### src/rtl/audio_jitter_buffer_control_assert.svh
// assertion macros for the jitter buffer control block
// no dependencies; empty bodies when SYNTHESIS is defined
`ifndef AUDIO_JITTER_BUFFER_CONTROL_ASSERT_SVH
`define AUDIO_JITTER_BUFFER_CONTROL_ASSERT_SVH
`ifndef SYNTHESIS
`define AJB_ASSERT_IMP(label, clk, rst_n, ante, cons, msg) \
	label: assert property (@(posedge clk) disable iff (!rst_n) (ante) |-> (cons)) \
		else $error(msg);
`define AJB_ASSERT_NXT(label, clk, rst_n, ante, cons, msg) \
	label: assert property (@(posedge clk) disable iff (!rst_n) (ante) |=> (cons)) \
		else $error(msg);
`else
`define AJB_ASSERT_IMP(label, clk, rst_n, ante, cons, msg)
`define AJB_ASSERT_NXT(label, clk, rst_n, ante, cons, msg)
`endif
`endif

### src/rtl/ajb_pkg.sv
// shared widths, result codes, result struct and concealment step
// used by every module of the jitter buffer control block
package ajb_pkg;

	localparam int SEQ_W         = 16;
	localparam int TD_W          = 5;
	localparam int KIND_W        = 3;
	localparam int GAIN_W        = 4;
	localparam int SLOTS_DEF     = 32;
	localparam int MAX_NACKS_DEF = 8;

	localparam logic [TD_W-1:0]   TD_RESET  = 5'd4;
	localparam logic [GAIN_W-1:0] FULL_GAIN = 4'd8;

	localparam logic REQ_GET = 1'b1;

	localparam logic [KIND_W-1:0] KIND_WRITE = 3'd0;
	localparam logic [KIND_W-1:0] KIND_DROP  = 3'd1;
	localparam logic [KIND_W-1:0] KIND_NACK  = 3'd2;
	localparam logic [KIND_W-1:0] KIND_FRAME = 3'd3;
	localparam logic [KIND_W-1:0] KIND_CONC  = 3'd4;
	localparam logic [KIND_W-1:0] KIND_PRE   = 3'd5;

	typedef struct packed {
		logic [KIND_W-1:0] kind;
		logic [SEQ_W-1:0]  nack_seq;
		logic              silence;
		logic [GAIN_W-1:0] gain_start;
		logic [GAIN_W-1:0] gain_end;
		logic              last;
	} res_t;

	typedef struct packed {
		logic              silence;
		logic [GAIN_W-1:0] g0;
		logic [GAIN_W-1:0] g1;
		logic [GAIN_W-1:0] fade_next;
	} conceal_t;

	function automatic conceal_t conceal_step(input logic good, input logic [GAIN_W-1:0] fade);
		conceal_t c;
		c = '0;
		if (!good || fade == '0) begin
			c.silence = 1'b1;
		end else begin
			c.g0        = fade;
			c.g1        = fade - 1'b1;
			c.fade_next = fade - 1'b1;
		end
		return c;
	endfunction

endpackage

### src/rtl/audio_jitter_buffer_control.sv
// jitter buffer control top: config register, output register, sequencer; uses ajb_pkg, ajb_ctrl
// results: a drop is issued from S_DRP; a slot write passes S_DRP, S_DWP, S_MOD, S_REM, S_RD
// and S_PW, issuing nacks from S_NACK after a sequence gap (entered via S_SKIP while playing);
// a get is issued from S_GET0 while prebuffering, else via S_MOD to S_GU; one word at a time
// reset: asynchronous; then a clearing pass over every slot during which no input word is taken
module audio_jitter_buffer_control #(
	parameter int SLOTS     = ajb_pkg::SLOTS_DEF,
	parameter int MAX_NACKS = ajb_pkg::MAX_NACKS_DEF
) (
	input  logic                       clk,
	input  logic                       arst_n,
	input  logic                       cfg_valid,
	output logic                       cfg_ready,
	input  logic [ajb_pkg::TD_W-1:0]   start_depth,
	input  logic                       in_valid,
	output logic                       in_stall,
	input  logic                       req_type,
	input  logic [ajb_pkg::SEQ_W-1:0]  seq_num,
	output logic                       out_valid,
	input  logic                       out_stall,
	output logic [ajb_pkg::KIND_W-1:0] kind,
	output logic [$clog2(SLOTS)-1:0]   slot_index,
	output logic [ajb_pkg::SEQ_W-1:0]  nack_seq,
	output logic                       silence,
	output logic [ajb_pkg::GAIN_W-1:0] gain_start,
	output logic [ajb_pkg::GAIN_W-1:0] gain_end,
	output logic                       last
);
	import ajb_pkg::*;

	localparam int IDX_W = $clog2(SLOTS);

	logic [TD_W-1:0]  target_q;
	logic             out_valid_q;
	res_t             res_q;
	logic [IDX_W-1:0] slot_q;
	logic             idle;
	logic             in_fire;
	logic             out_free;
	logic             emit_valid;
	res_t             emit_res;
	logic [IDX_W-1:0] emit_slot;

	assign cfg_ready = 1'b1;
	assign in_stall  = !idle;
	assign in_fire   = in_valid && idle;
	assign out_free  = !out_valid_q || !out_stall;

	always_ff @(posedge clk or negedge arst_n) begin
		if (!arst_n) begin
			target_q <= TD_RESET;
		end else if (cfg_valid && cfg_ready) begin
			target_q <= start_depth;
		end
	end

	ajb_ctrl #(
		.SLOTS     (SLOTS),
		.MAX_NACKS (MAX_NACKS)
	) u_ctrl (
		.clk          (clk),
		.arst_n       (arst_n),
		.in_fire      (in_fire),
		.req_type     (req_type),
		.seq_num      (seq_num),
		.start_depth  (target_q),
		.out_free     (out_free),
		.idle         (idle),
		.emit_valid   (emit_valid),
		.emit_res     (emit_res),
		.emit_slot    (emit_slot)
	);

	// output word register
	always_ff @(posedge clk or negedge arst_n) begin
		if (!arst_n) begin
			out_valid_q <= 1'b0;
		end else if (emit_valid) begin
			out_valid_q <= 1'b1;
		end else if (!out_stall) begin
			out_valid_q <= 1'b0;
		end
	end

	always_ff @(posedge clk) begin
		if (emit_valid) begin
			res_q  <= emit_res;
			slot_q <= emit_slot;
		end
	end

	assign out_valid  = out_valid_q;
	assign kind       = res_q.kind;
	assign slot_index = slot_q;
	assign nack_seq   = res_q.nack_seq;
	assign silence    = res_q.silence;
	assign gain_start = res_q.gain_start;
	assign gain_end   = res_q.gain_end;
	assign last       = res_q.last;

endmodule

### src/rtl/ajb_sub.sv
// shared 16-bit subtractor
// serves sequence distances and the slot remainder; uses ajb_pkg
module ajb_sub (
	input  logic [ajb_pkg::SEQ_W-1:0] a,
	input  logic [ajb_pkg::SEQ_W-1:0] b,
	output logic [ajb_pkg::SEQ_W-1:0] diff
);
	import ajb_pkg::*;

	assign diff = a - b;

endmodule

### src/rtl/ajb_ctrl.sv
// sequencer, slot store and buffer state of the jitter buffer control
// uses ajb_pkg, ajb_sub and the assertion macro header
`include "audio_jitter_buffer_control_assert.svh"

module ajb_ctrl #(
	parameter int SLOTS     = ajb_pkg::SLOTS_DEF,
	parameter int MAX_NACKS = ajb_pkg::MAX_NACKS_DEF
) (
	input  logic                      clk,
	input  logic                      arst_n,
	input  logic                      in_fire,
	input  logic                      req_type,
	input  logic [ajb_pkg::SEQ_W-1:0] seq_num,
	input  logic [ajb_pkg::TD_W-1:0]  start_depth,
	input  logic                      out_free,
	output logic                      idle,
	output logic                      emit_valid,
	output ajb_pkg::res_t             emit_res,
	output logic [$clog2(SLOTS)-1:0]  emit_slot
);
	import ajb_pkg::*;

	localparam int IDX_W  = $clog2(SLOTS);
	localparam int CNT_W  = $clog2(SLOTS + 1);
	localparam int NCNT_W = $clog2(MAX_NACKS + 1);
	localparam int CMP_W  = (CNT_W > TD_W) ? CNT_W : TD_W;
	localparam int RCP_W  = SEQ_W + 1;
	localparam int PROD_W = SEQ_W + RCP_W;
	localparam int RCP_SH = SEQ_W + $clog2(SLOTS);
	localparam longint RCP_DIV = ((longint'(1) << RCP_SH) + longint'(SLOTS) - 1) / longint'(SLOTS);
	localparam logic [RCP_W-1:0] RCP_M = RCP_W'(RCP_DIV);

	typedef enum logic [11:0] {
		S_CLEAR = 12'b000000000001,
		S_IDLE  = 12'b000000000010,
		S_DRP   = 12'b000000000100,
		S_DWP   = 12'b000000001000,
		S_SKIP  = 12'b000000010000,
		S_NACK  = 12'b000000100000,
		S_MOD   = 12'b000001000000,
		S_REM   = 12'b000010000000,
		S_RD    = 12'b000100000000,
		S_PW    = 12'b001000000000,
		S_GET0  = 12'b010000000000,
		S_GU    = 12'b100000000000
	} state_t;

	state_t              state_q;
	logic                req_q;
	logic [SEQ_W-1:0]    seq_q;
	logic [SEQ_W-1:0]    rp_q;
	logic [SEQ_W-1:0]    wp_q;
	logic [SEQ_W-1:0]    miss_q;
	logic [SEQ_W-1:0]    src_q;
	logic [SEQ_W-1:0]    quo_q;
	logic                playing_q;
	logic                anchored_q;
	logic                good_q;
	logic                conc_q;
	logic                ahead_q;
	logic [GAIN_W-1:0]   fade_q;
	logic [CNT_W-1:0]    filled_q;
	logic [NCNT_W-1:0]   nack_cnt_q;
	logic [IDX_W-1:0]    idx_q;
	logic [IDX_W-1:0]    clr_q;
	logic [SEQ_W:0]      mem_q [SLOTS];
	logic [SEQ_W:0]      rd_q;

	logic [SEQ_W-1:0]    alu_a;
	logic [SEQ_W-1:0]    alu_b;
	logic [SEQ_W-1:0]    alu_diff;
	logic [PROD_W-1:0]   rcp_prod;
	logic                d_neg;
	logic                d_pos;
	logic                d_gap;
	logic                drop;
	logic                prebuf;
	logic                hit;
	logic                nack_more;
	conceal_t            cnc;
	logic [GAIN_W-1:0]   frame_g0;
	logic                mem_we;
	logic [IDX_W-1:0]    mem_addr;
	logic [SEQ_W:0]      mem_wdata;

	ajb_sub u_sub (
		.a    (alu_a),
		.b    (alu_b),
		.diff (alu_diff)
	);

	// slot quotient by reciprocal multiply
	assign rcp_prod = PROD_W'(src_q) * PROD_W'(RCP_M);

	always_comb begin
		case (state_q)
			S_DWP: begin
				alu_a = seq_q;
				alu_b = wp_q;
			end
			S_SKIP: begin
				alu_a = miss_q;
				alu_b = rp_q;
			end
			S_NACK: begin
				alu_a = seq_q;
				alu_b = miss_q;
			end
			S_REM: begin
				alu_a = src_q;
				alu_b = quo_q * SEQ_W'(SLOTS);
			end
			default: begin
				alu_a = seq_q;
				alu_b = rp_q;
			end
		endcase
	end

	assign d_neg     = alu_diff[SEQ_W-1];
	assign d_pos     = !d_neg && (alu_diff != '0);
	assign d_gap     = !d_neg && (alu_diff > SEQ_W'(1));
	assign drop      = (playing_q && d_neg) || (!d_neg && (alu_diff >= SEQ_W'(SLOTS)));
	assign prebuf    = !playing_q && (!anchored_q || (CMP_W'(filled_q) < CMP_W'(start_depth)));
	assign hit       = rd_q[SEQ_W] && (rd_q[SEQ_W-1:0] == rp_q);
	assign nack_more = d_pos && (nack_cnt_q != NCNT_W'(MAX_NACKS));
	assign cnc       = conceal_step(good_q, fade_q);
	assign frame_g0  = (conc_q && (fade_q < FULL_GAIN)) ? fade_q : FULL_GAIN;
	assign idle      = (state_q == S_IDLE);

	// result word for the output register
	always_comb begin
		emit_valid = 1'b0;
		emit_res   = '0;
		emit_slot  = '0;
		case (state_q)
			S_DRP: begin
				if (drop) begin
					emit_valid    = out_free;
					emit_res.kind = KIND_DROP;
					emit_res.last = 1'b1;
				end
			end
			S_NACK: begin
				if (nack_more) begin
					emit_valid        = out_free;
					emit_res.kind     = KIND_NACK;
					emit_res.nack_seq = miss_q;
				end
			end
			S_PW: begin
				emit_valid    = out_free;
				emit_res.kind = KIND_WRITE;
				emit_res.last = 1'b1;
				emit_slot     = idx_q;
			end
			S_GET0: begin
				if (prebuf) begin
					emit_valid          = out_free;
					emit_res.kind       = KIND_PRE;
					emit_res.silence    = cnc.silence;
					emit_res.gain_start = cnc.g0;
					emit_res.gain_end   = cnc.g1;
					emit_res.last       = 1'b1;
				end
			end
			S_GU: begin
				emit_valid    = out_free;
				emit_res.last = 1'b1;
				if (hit) begin
					emit_res.kind       = KIND_FRAME;
					emit_res.gain_start = frame_g0;
					emit_res.gain_end   = FULL_GAIN;
					emit_slot           = idx_q;
				end else begin
					emit_res.kind       = (filled_q == '0) ? KIND_PRE : KIND_CONC;
					emit_res.silence    = cnc.silence;
					emit_res.gain_start = cnc.g0;
					emit_res.gain_end   = cnc.g1;
				end
			end
			default: begin
				emit_valid = 1'b0;
			end
		endcase
	end

	always_comb begin
		mem_we    = 1'b0;
		mem_addr  = idx_q;
		mem_wdata = {1'b1, seq_q};
		case (state_q)
			S_CLEAR: begin
				mem_we    = 1'b1;
				mem_addr  = clr_q;
				mem_wdata = '0;
			end
			S_PW: begin
				mem_we = out_free;
			end
			S_GU: begin
				mem_we    = out_free && hit;
				mem_wdata = {1'b0, rd_q[SEQ_W-1:0]};
			end
			default: begin
				mem_we = 1'b0;
			end
		endcase
	end

	// slot store: valid bit over tag
	always_ff @(posedge clk) begin
		if (mem_we) begin
			mem_q[mem_addr] <= mem_wdata;
		end
		rd_q <= mem_q[mem_addr];
	end

	always_ff @(posedge clk or negedge arst_n) begin
		if (!arst_n) begin
			state_q    <= S_CLEAR;
			req_q      <= 1'b0;
			seq_q      <= '0;
			rp_q       <= '0;
			wp_q       <= '0;
			miss_q     <= '0;
			src_q      <= '0;
			quo_q      <= '0;
			playing_q  <= 1'b0;
			anchored_q <= 1'b0;
			good_q     <= 1'b0;
			conc_q     <= 1'b0;
			ahead_q    <= 1'b0;
			fade_q     <= FULL_GAIN;
			filled_q   <= '0;
			nack_cnt_q <= '0;
			idx_q      <= '0;
			clr_q      <= '0;
		end else begin
			case (state_q)
				S_CLEAR: begin
					clr_q <= clr_q + 1'b1;
					if (clr_q == IDX_W'(SLOTS - 1)) begin
						state_q <= S_IDLE;
					end
				end
				S_IDLE: begin
					if (in_fire) begin
						req_q <= req_type;
						seq_q <= seq_num;
						if (req_type == REQ_GET) begin
							state_q <= S_GET0;
						end else begin
							if (!anchored_q) begin
								anchored_q <= 1'b1;
								playing_q  <= 1'b0;
								rp_q       <= seq_num;
								wp_q       <= seq_num;
							end
							state_q <= S_DRP;
						end
					end
				end
				S_DRP: begin
					if (!drop) begin
						state_q <= S_DWP;
					end else if (out_free) begin
						state_q <= S_IDLE;
					end
				end
				S_DWP: begin
					ahead_q    <= d_pos;
					miss_q     <= wp_q + 1'b1;
					nack_cnt_q <= '0;
					if (d_gap) begin
						state_q <= playing_q ? S_SKIP : S_NACK;
					end else begin
						src_q   <= seq_q;
						state_q <= S_MOD;
					end
				end
				S_SKIP: begin
					// numbers behind the read counter get no nack
					if (d_neg) begin
						miss_q <= rp_q;
					end
					state_q <= S_NACK;
				end
				S_NACK: begin
					if (nack_more) begin
						if (out_free) begin
							miss_q     <= miss_q + 1'b1;
							nack_cnt_q <= nack_cnt_q + 1'b1;
						end
					end else begin
						src_q   <= seq_q;
						state_q <= S_MOD;
					end
				end
				S_MOD: begin
					quo_q   <= SEQ_W'(rcp_prod >> RCP_SH);
					state_q <= S_REM;
				end
				S_REM: begin
					idx_q   <= alu_diff[IDX_W-1:0];
					state_q <= S_RD;
				end
				S_RD: begin
					state_q <= (req_q == REQ_GET) ? S_GU : S_PW;
				end
				S_PW: begin
					if (out_free) begin
						if (!rd_q[SEQ_W]) begin
							filled_q <= filled_q + 1'b1;
						end
						if (ahead_q) begin
							wp_q <= seq_q;
						end
						state_q <= S_IDLE;
					end
				end
				S_GET0: begin
					if (prebuf) begin
						if (out_free) begin
							conc_q  <= 1'b1;
							fade_q  <= cnc.fade_next;
							state_q <= S_IDLE;
						end
					end else begin
						playing_q <= 1'b1;
						src_q     <= rp_q;
						state_q   <= S_MOD;
					end
				end
				S_GU: begin
					if (out_free) begin
						if (hit) begin
							filled_q <= filled_q - 1'b1;
							rp_q     <= rp_q + 1'b1;
							good_q   <= 1'b1;
							fade_q   <= FULL_GAIN;
							conc_q   <= 1'b0;
						end else if (filled_q == '0) begin
							// underrun
							playing_q  <= 1'b0;
							anchored_q <= 1'b0;
							conc_q     <= 1'b1;
							fade_q     <= cnc.fade_next;
						end else begin
							rp_q   <= rp_q + 1'b1;
							conc_q <= 1'b1;
							fade_q <= cnc.fade_next;
						end
						state_q <= S_IDLE;
					end
				end
				default: begin
					state_q <= S_IDLE;
				end
			endcase
		end
	end

	`AJB_ASSERT_IMP(a_emit_free, clk, arst_n, emit_valid, out_free, "result issued while output busy")
	`AJB_ASSERT_NXT(a_fire_busy, clk, arst_n, in_fire, state_q != S_IDLE, "word taken but sequencer idle")
	`AJB_ASSERT_IMP(a_play_anchor, clk, arst_n, playing_q, anchored_q, "playing without anchor")
	`AJB_ASSERT_IMP(a_nack_limit, clk, arst_n, emit_valid && emit_res.kind == KIND_NACK, nack_cnt_q < NCNT_W'(MAX_NACKS), "too many nacks")
	`AJB_ASSERT_IMP(a_frame_play, clk, arst_n, emit_valid && emit_res.kind == KIND_FRAME, playing_q, "frame ok while not playing")

endmodule

### config.mk
export PLATFORM = sky130hd
export DESIGN_NAME = audio_jitter_buffer_control
export DESIGN_NICKNAME = d
export VERILOG_FILES = /design/src/rtl/ajb_pkg.sv /design/src/rtl/audio_jitter_buffer_control.sv /design/src/rtl/ajb_sub.sv /design/src/rtl/ajb_ctrl.sv
export VERILOG_INCLUDE_DIRS = /design/src /design/src/rtl
export SDC_FILE = /design/constraint.sdc
export NUM_CORES = 1
export LEC_CHECK = 0
export BUFFER_PORTS_ARGS = -buffer_cell sky130_fd_sc_hd__buf_2
export CAP_MARGIN = 20
export CORE_MARGIN = 2
export CORE_UTILIZATION = 53
export CTS_CLUSTER_SIZE = 24
export DETAILED_ROUTE_END_ITERATION = 10
export GPL_ROUTABILITY_DRIVEN = 0
export PLACE_DENSITY = 0.73
export REMOVE_ABC_BUFFERS = 1
export SETUP_SLACK_MARGIN = 0.02
export SLEW_MARGIN = 0
export SYNTH_ARGS = -nofsm -noshare
export SYNTH_HDL_FRONTEND = slang
export SYNTH_SLANG_ARGS = --single-unit
### constraint.sdc
create_clock -name clk -period 13.4 [get_ports clk]
set_input_delay 2.68 -clock clk [delete_from_list [all_inputs] [get_ports clk]]
set_output_delay 2.68 -clock clk [all_outputs]
set_load 0.02 [all_outputs]
==> flow_summary_export.csv <==
group,metric,value,unit
logic_synthesis,netlist_area,32200,um^2
cts,clk_pin_slew_worst_paths,0.06,ns
sta,clock.fmax,0.153,GHz
global_route,grt_pass1_wl,131000,um
finish,stdcell_area,36200,um^2
setup_path,rr_endpoint,"gain_start[1]$_DFFE_PP_",
placed_design,io_buffers,62,
detailed_routing,wl,86800,um
global_route,busiest_layer,"met2",
global_route,met3_usage,0.0541,
sta,rsz0062_at_grt,"no",
setup_path,start_kind,"flip-flop",
global_route,grt_antenna_before_repair,1,
die,ioPinCount,64,
logic_synthesis,synth-adder-area-share,0.0129,
logic_synthesis,yosys.area.top_type_share,0.538,
logic_synthesis,synth_area_leaders,"edfxtp_1, dfrtp_1, nand2_1, nand3_1, a32oi_1",
sta,holdWs,0.486,ns
logic_synthesis,yosys_warnings,0,
sta,timing.final.ws_setup,6.84,ns
die,die_h,251,um
cts,cts_max_level,3,
global_route,overflow,0,
sta,finalSetupViolations,0,
detailed_routing,vias_per_cell,6.28,
logic_synthesis,synth_top_family_by_area,"simple AND/OR/NAND/NOR gates",
detailed_routing,dr_total_vias,23100,
detailed_routing,drtIter0Drc,3156,
logic_synthesis,synth-xor-area-share,0.0154,
sta,post-route-min-period,6.56,ns
finish,regArea,21200,um^2
global_route,grt_util_met2,0.431,
global_route,grt_start_max_net_pins,190,
logic_synthesis,synthMuxAreaShare,0.0219,
hold_path,hold-path-cell-count,2,
cts,root_buffer,"clkbuf_16",
outcome,status,"complete, no violations",
logic_synthesis,synth_top_area_cell,"edfxtp_1",
finish,antenna_cells,0,
logic_synthesis,synthFlopType,"edfxtp_1",
detailed_routing,final_antenna_net_count,0,
setup_path,critPathArrivalTime,6.80,ns
setup_path,worstRegToRegCells,16,
sta,slew_viol_final,0,
global_route,grt_use_met1,0.373,
die,die_w,251,um
detailed_routing,firstDrtPassIters,9,
placed_design,dp_slack,6.99,ns
logic_synthesis,synth_edf_count,578,
placed_design,hpwl,52900,um
sta,clock_skew,0.0322,ns
placed_design,postPlaceCellArea,33400,um^2
hold_path,min_from,"u_ctrl.quo_q[8]$_DFFE_PN0N_",
die,initial_core_util,0.535,
power_and_ir_drop,ir_drop,0.163,mV
setup_path,crit_fanout,34,
setup_path,worst_setup_path_end_kind,"flip-flop",
flow_run,drv_cap,0,
setup_path,regToRegSetupSlack,6.84,ns
cts,post_cts_buffers,0,
global_route,gr-usage-all-layers,0.273,
sta,fin_crit_sh,0.489,
finish,syn2layout_area_growth,12.1,%
logic_synthesis,synth_area_per_cell,11.5,um^2
cts,cts_sinks,734,
finish,multiInputGateArea,10400,um^2
cts,clockBufferDepth,3,
logic_synthesis,ys_types,77,
logic_synthesis,ys_async_sr_fraction,0.189,
cts,clock_latency,0.64,ns
die,coreArea,60200,um^2
cts,cts_tree,"done",
hold_path,worstHoldPathType,"flip-flop to flip-flop",
detailed_routing,drcViolationCount,0,
cts,cts_hold_buffers,0,
hold_path,min_delay_worst_endpoint,"u_ctrl.quo_q[8]$_DFFE_PN0N_",
cts,cts_made_buffers,75,
die,die_area,62800,um^2
sta,slew_headroom,0.110,
setup_path,setup.worst_path.class,"flip-flop to flip-flop",
power_and_ir_drop,powerDensity,221,nW/um^2
finish,fillers,4673,
logic_synthesis,synthTopCellsByCount,"nand2_1, edfxtp_1, nand3_1",
setup_path,r2r_start,"u_ctrl.state_q[10]$_DFFE_PN0P_",
logic_synthesis,yosysMostFrequentCell,"nand2_1",
finish,layout-drive-gt1-share,0.115,
finish,fin_nets,2903,
logic_synthesis,ys_seq_area_frac,0.657,
cts,cts.repair.resized,0,
sta,worst-slew-pin-transition,1.33,ns
detailed_routing,routedWlPerCell,23.6,um
die,num_rows,90,
placed_design,place_inst,3525,
logic_synthesis,ys_ff_latch,734,
power_and_ir_drop,power,7.98,mW
sta,hold_violations,0,
power_and_ir_drop,leakage,13.6,nW
logic_synthesis,synth-compound-area-share,0.0931,
logic_synthesis,synthCells,2801,
finish,final_cell_count_no_fill,3685,
setup_path,cp.required,13.64,ns
global_route,first_global_vias,22000,
logic_synthesis,synthSimpleGateAreaFrac,0.174,
## area by class of cell
type                       instances  area share
inverter                          32     0.00332
clock buffer                      95      0.0551
timing repair buffer             137      0.0346
tap                              782      0.0271
clock inverter                    41     0.00737
multi-input combinational       1864       0.287
sequential                       734       0.586
## routing by layer
| metal | wire length, um | up-vias |
|---|---|---|
| li1 | - | 10300 |
| met1 | 34000 | 11300 |
| met2 | 40400 | 1346 |
| met3 | 8870 | 248 |
| met4 | 3470 | 2 |
| met5 | 9 | - |
## cell families (layout without fill, tap and decap cells)
family                   count (synthesis)  after routing
AND/OR/NAND/NOR                       1262           1262
flip-flops                             734            734
AO/OA/AOI/OAI                          447            447
buffers and inverters                  203            305
multiplexers                            67             67
XOR/XNOR                                55             55
adder cells (fa/ha/maj)                 32             32
other                                    1              1
## layout by cell type (no fill, tap or decap), drive strengths merged, types with 68 or more instances in the layout
cell type,count
a21oi,117
a31oi,75
and3,81
buf,137
clkbuf,95
dfrtp,136
edfxtp,578
nand2,723
nand3,170
nor2,149
o21ai,68
## state kept, by name, indices dropped and copies added, names as in the netlist, 16 cells and up
name and cells:
u_ctrl.src_q 16, u_ctrl.mem_q 544, nack_seq 16, u_ctrl.miss_q 16
u_ctrl.seq_q 16, u_ctrl.rd_q 17, u_ctrl.wp_q 16, u_ctrl.rp_q 16
## critical path, cell delays in order (launching register included)
cell and delay (ns):
dfrtp_1 0.47, nor4_4 0.58, and4_1 0.88, or3_1 0.57, nor2_1 0.08, a221oi_1 0.24, ha_1 0.30, o211ai_2 0.10
a21oi_1 0.31, o311a_1 0.35, a31oi_1 0.12, o21ai_0 0.41, xnor2_2 0.23, mux2i_1 0.20, o21ai_1 0.44, nor2_1 0.17
nor2_4 0.70
## through the flow
stage           util  TNS [ns]
3_3_place_gp   0.553         0
4_1_cts        0.592         0
3_5_place_dp   0.555         0
6_report       0.600         0
2_1_floorplan      -   -324.21
5_1_grt        0.600         0
## report_power, final
part / switching, mW / internal, mW
sequential: 0.299 / 2.90
combinational: 1.88 / 0.945
clock: 0.878 / 1.08
## worst max path at each step
stage	from	end	slack (ns)	cells past startpoint
after floorplan	u_ctrl.state_q[3]$_DFFE_PN0P_	u_ctrl.mem_q[0][0]$_DFFE_PP_	-1.19	6
after global placement	u_ctrl.state_q[10]$_DFFE_PN0P_	nack_seq[10]$_SDFFCE_PN0P_	7.18	15
after detailed placement	u_ctrl.state_q[10]$_DFFE_PN0P_	nack_seq[14]$_SDFFCE_PN0P_	6.99	15
after CTS	u_ctrl.state_q[10]$_DFFE_PN0P_	nack_seq[4]$_SDFFCE_PN0P_	6.94	15
after global routing	u_ctrl.state_q[10]$_DFFE_PN0P_	nack_seq[4]$_SDFFCE_PN0P_	6.31	15
final	u_ctrl.state_q[10]$_DFFE_PN0P_	gain_start[1]$_DFFE_PP_	6.84	16
Power figures use the tool's default switching activity.
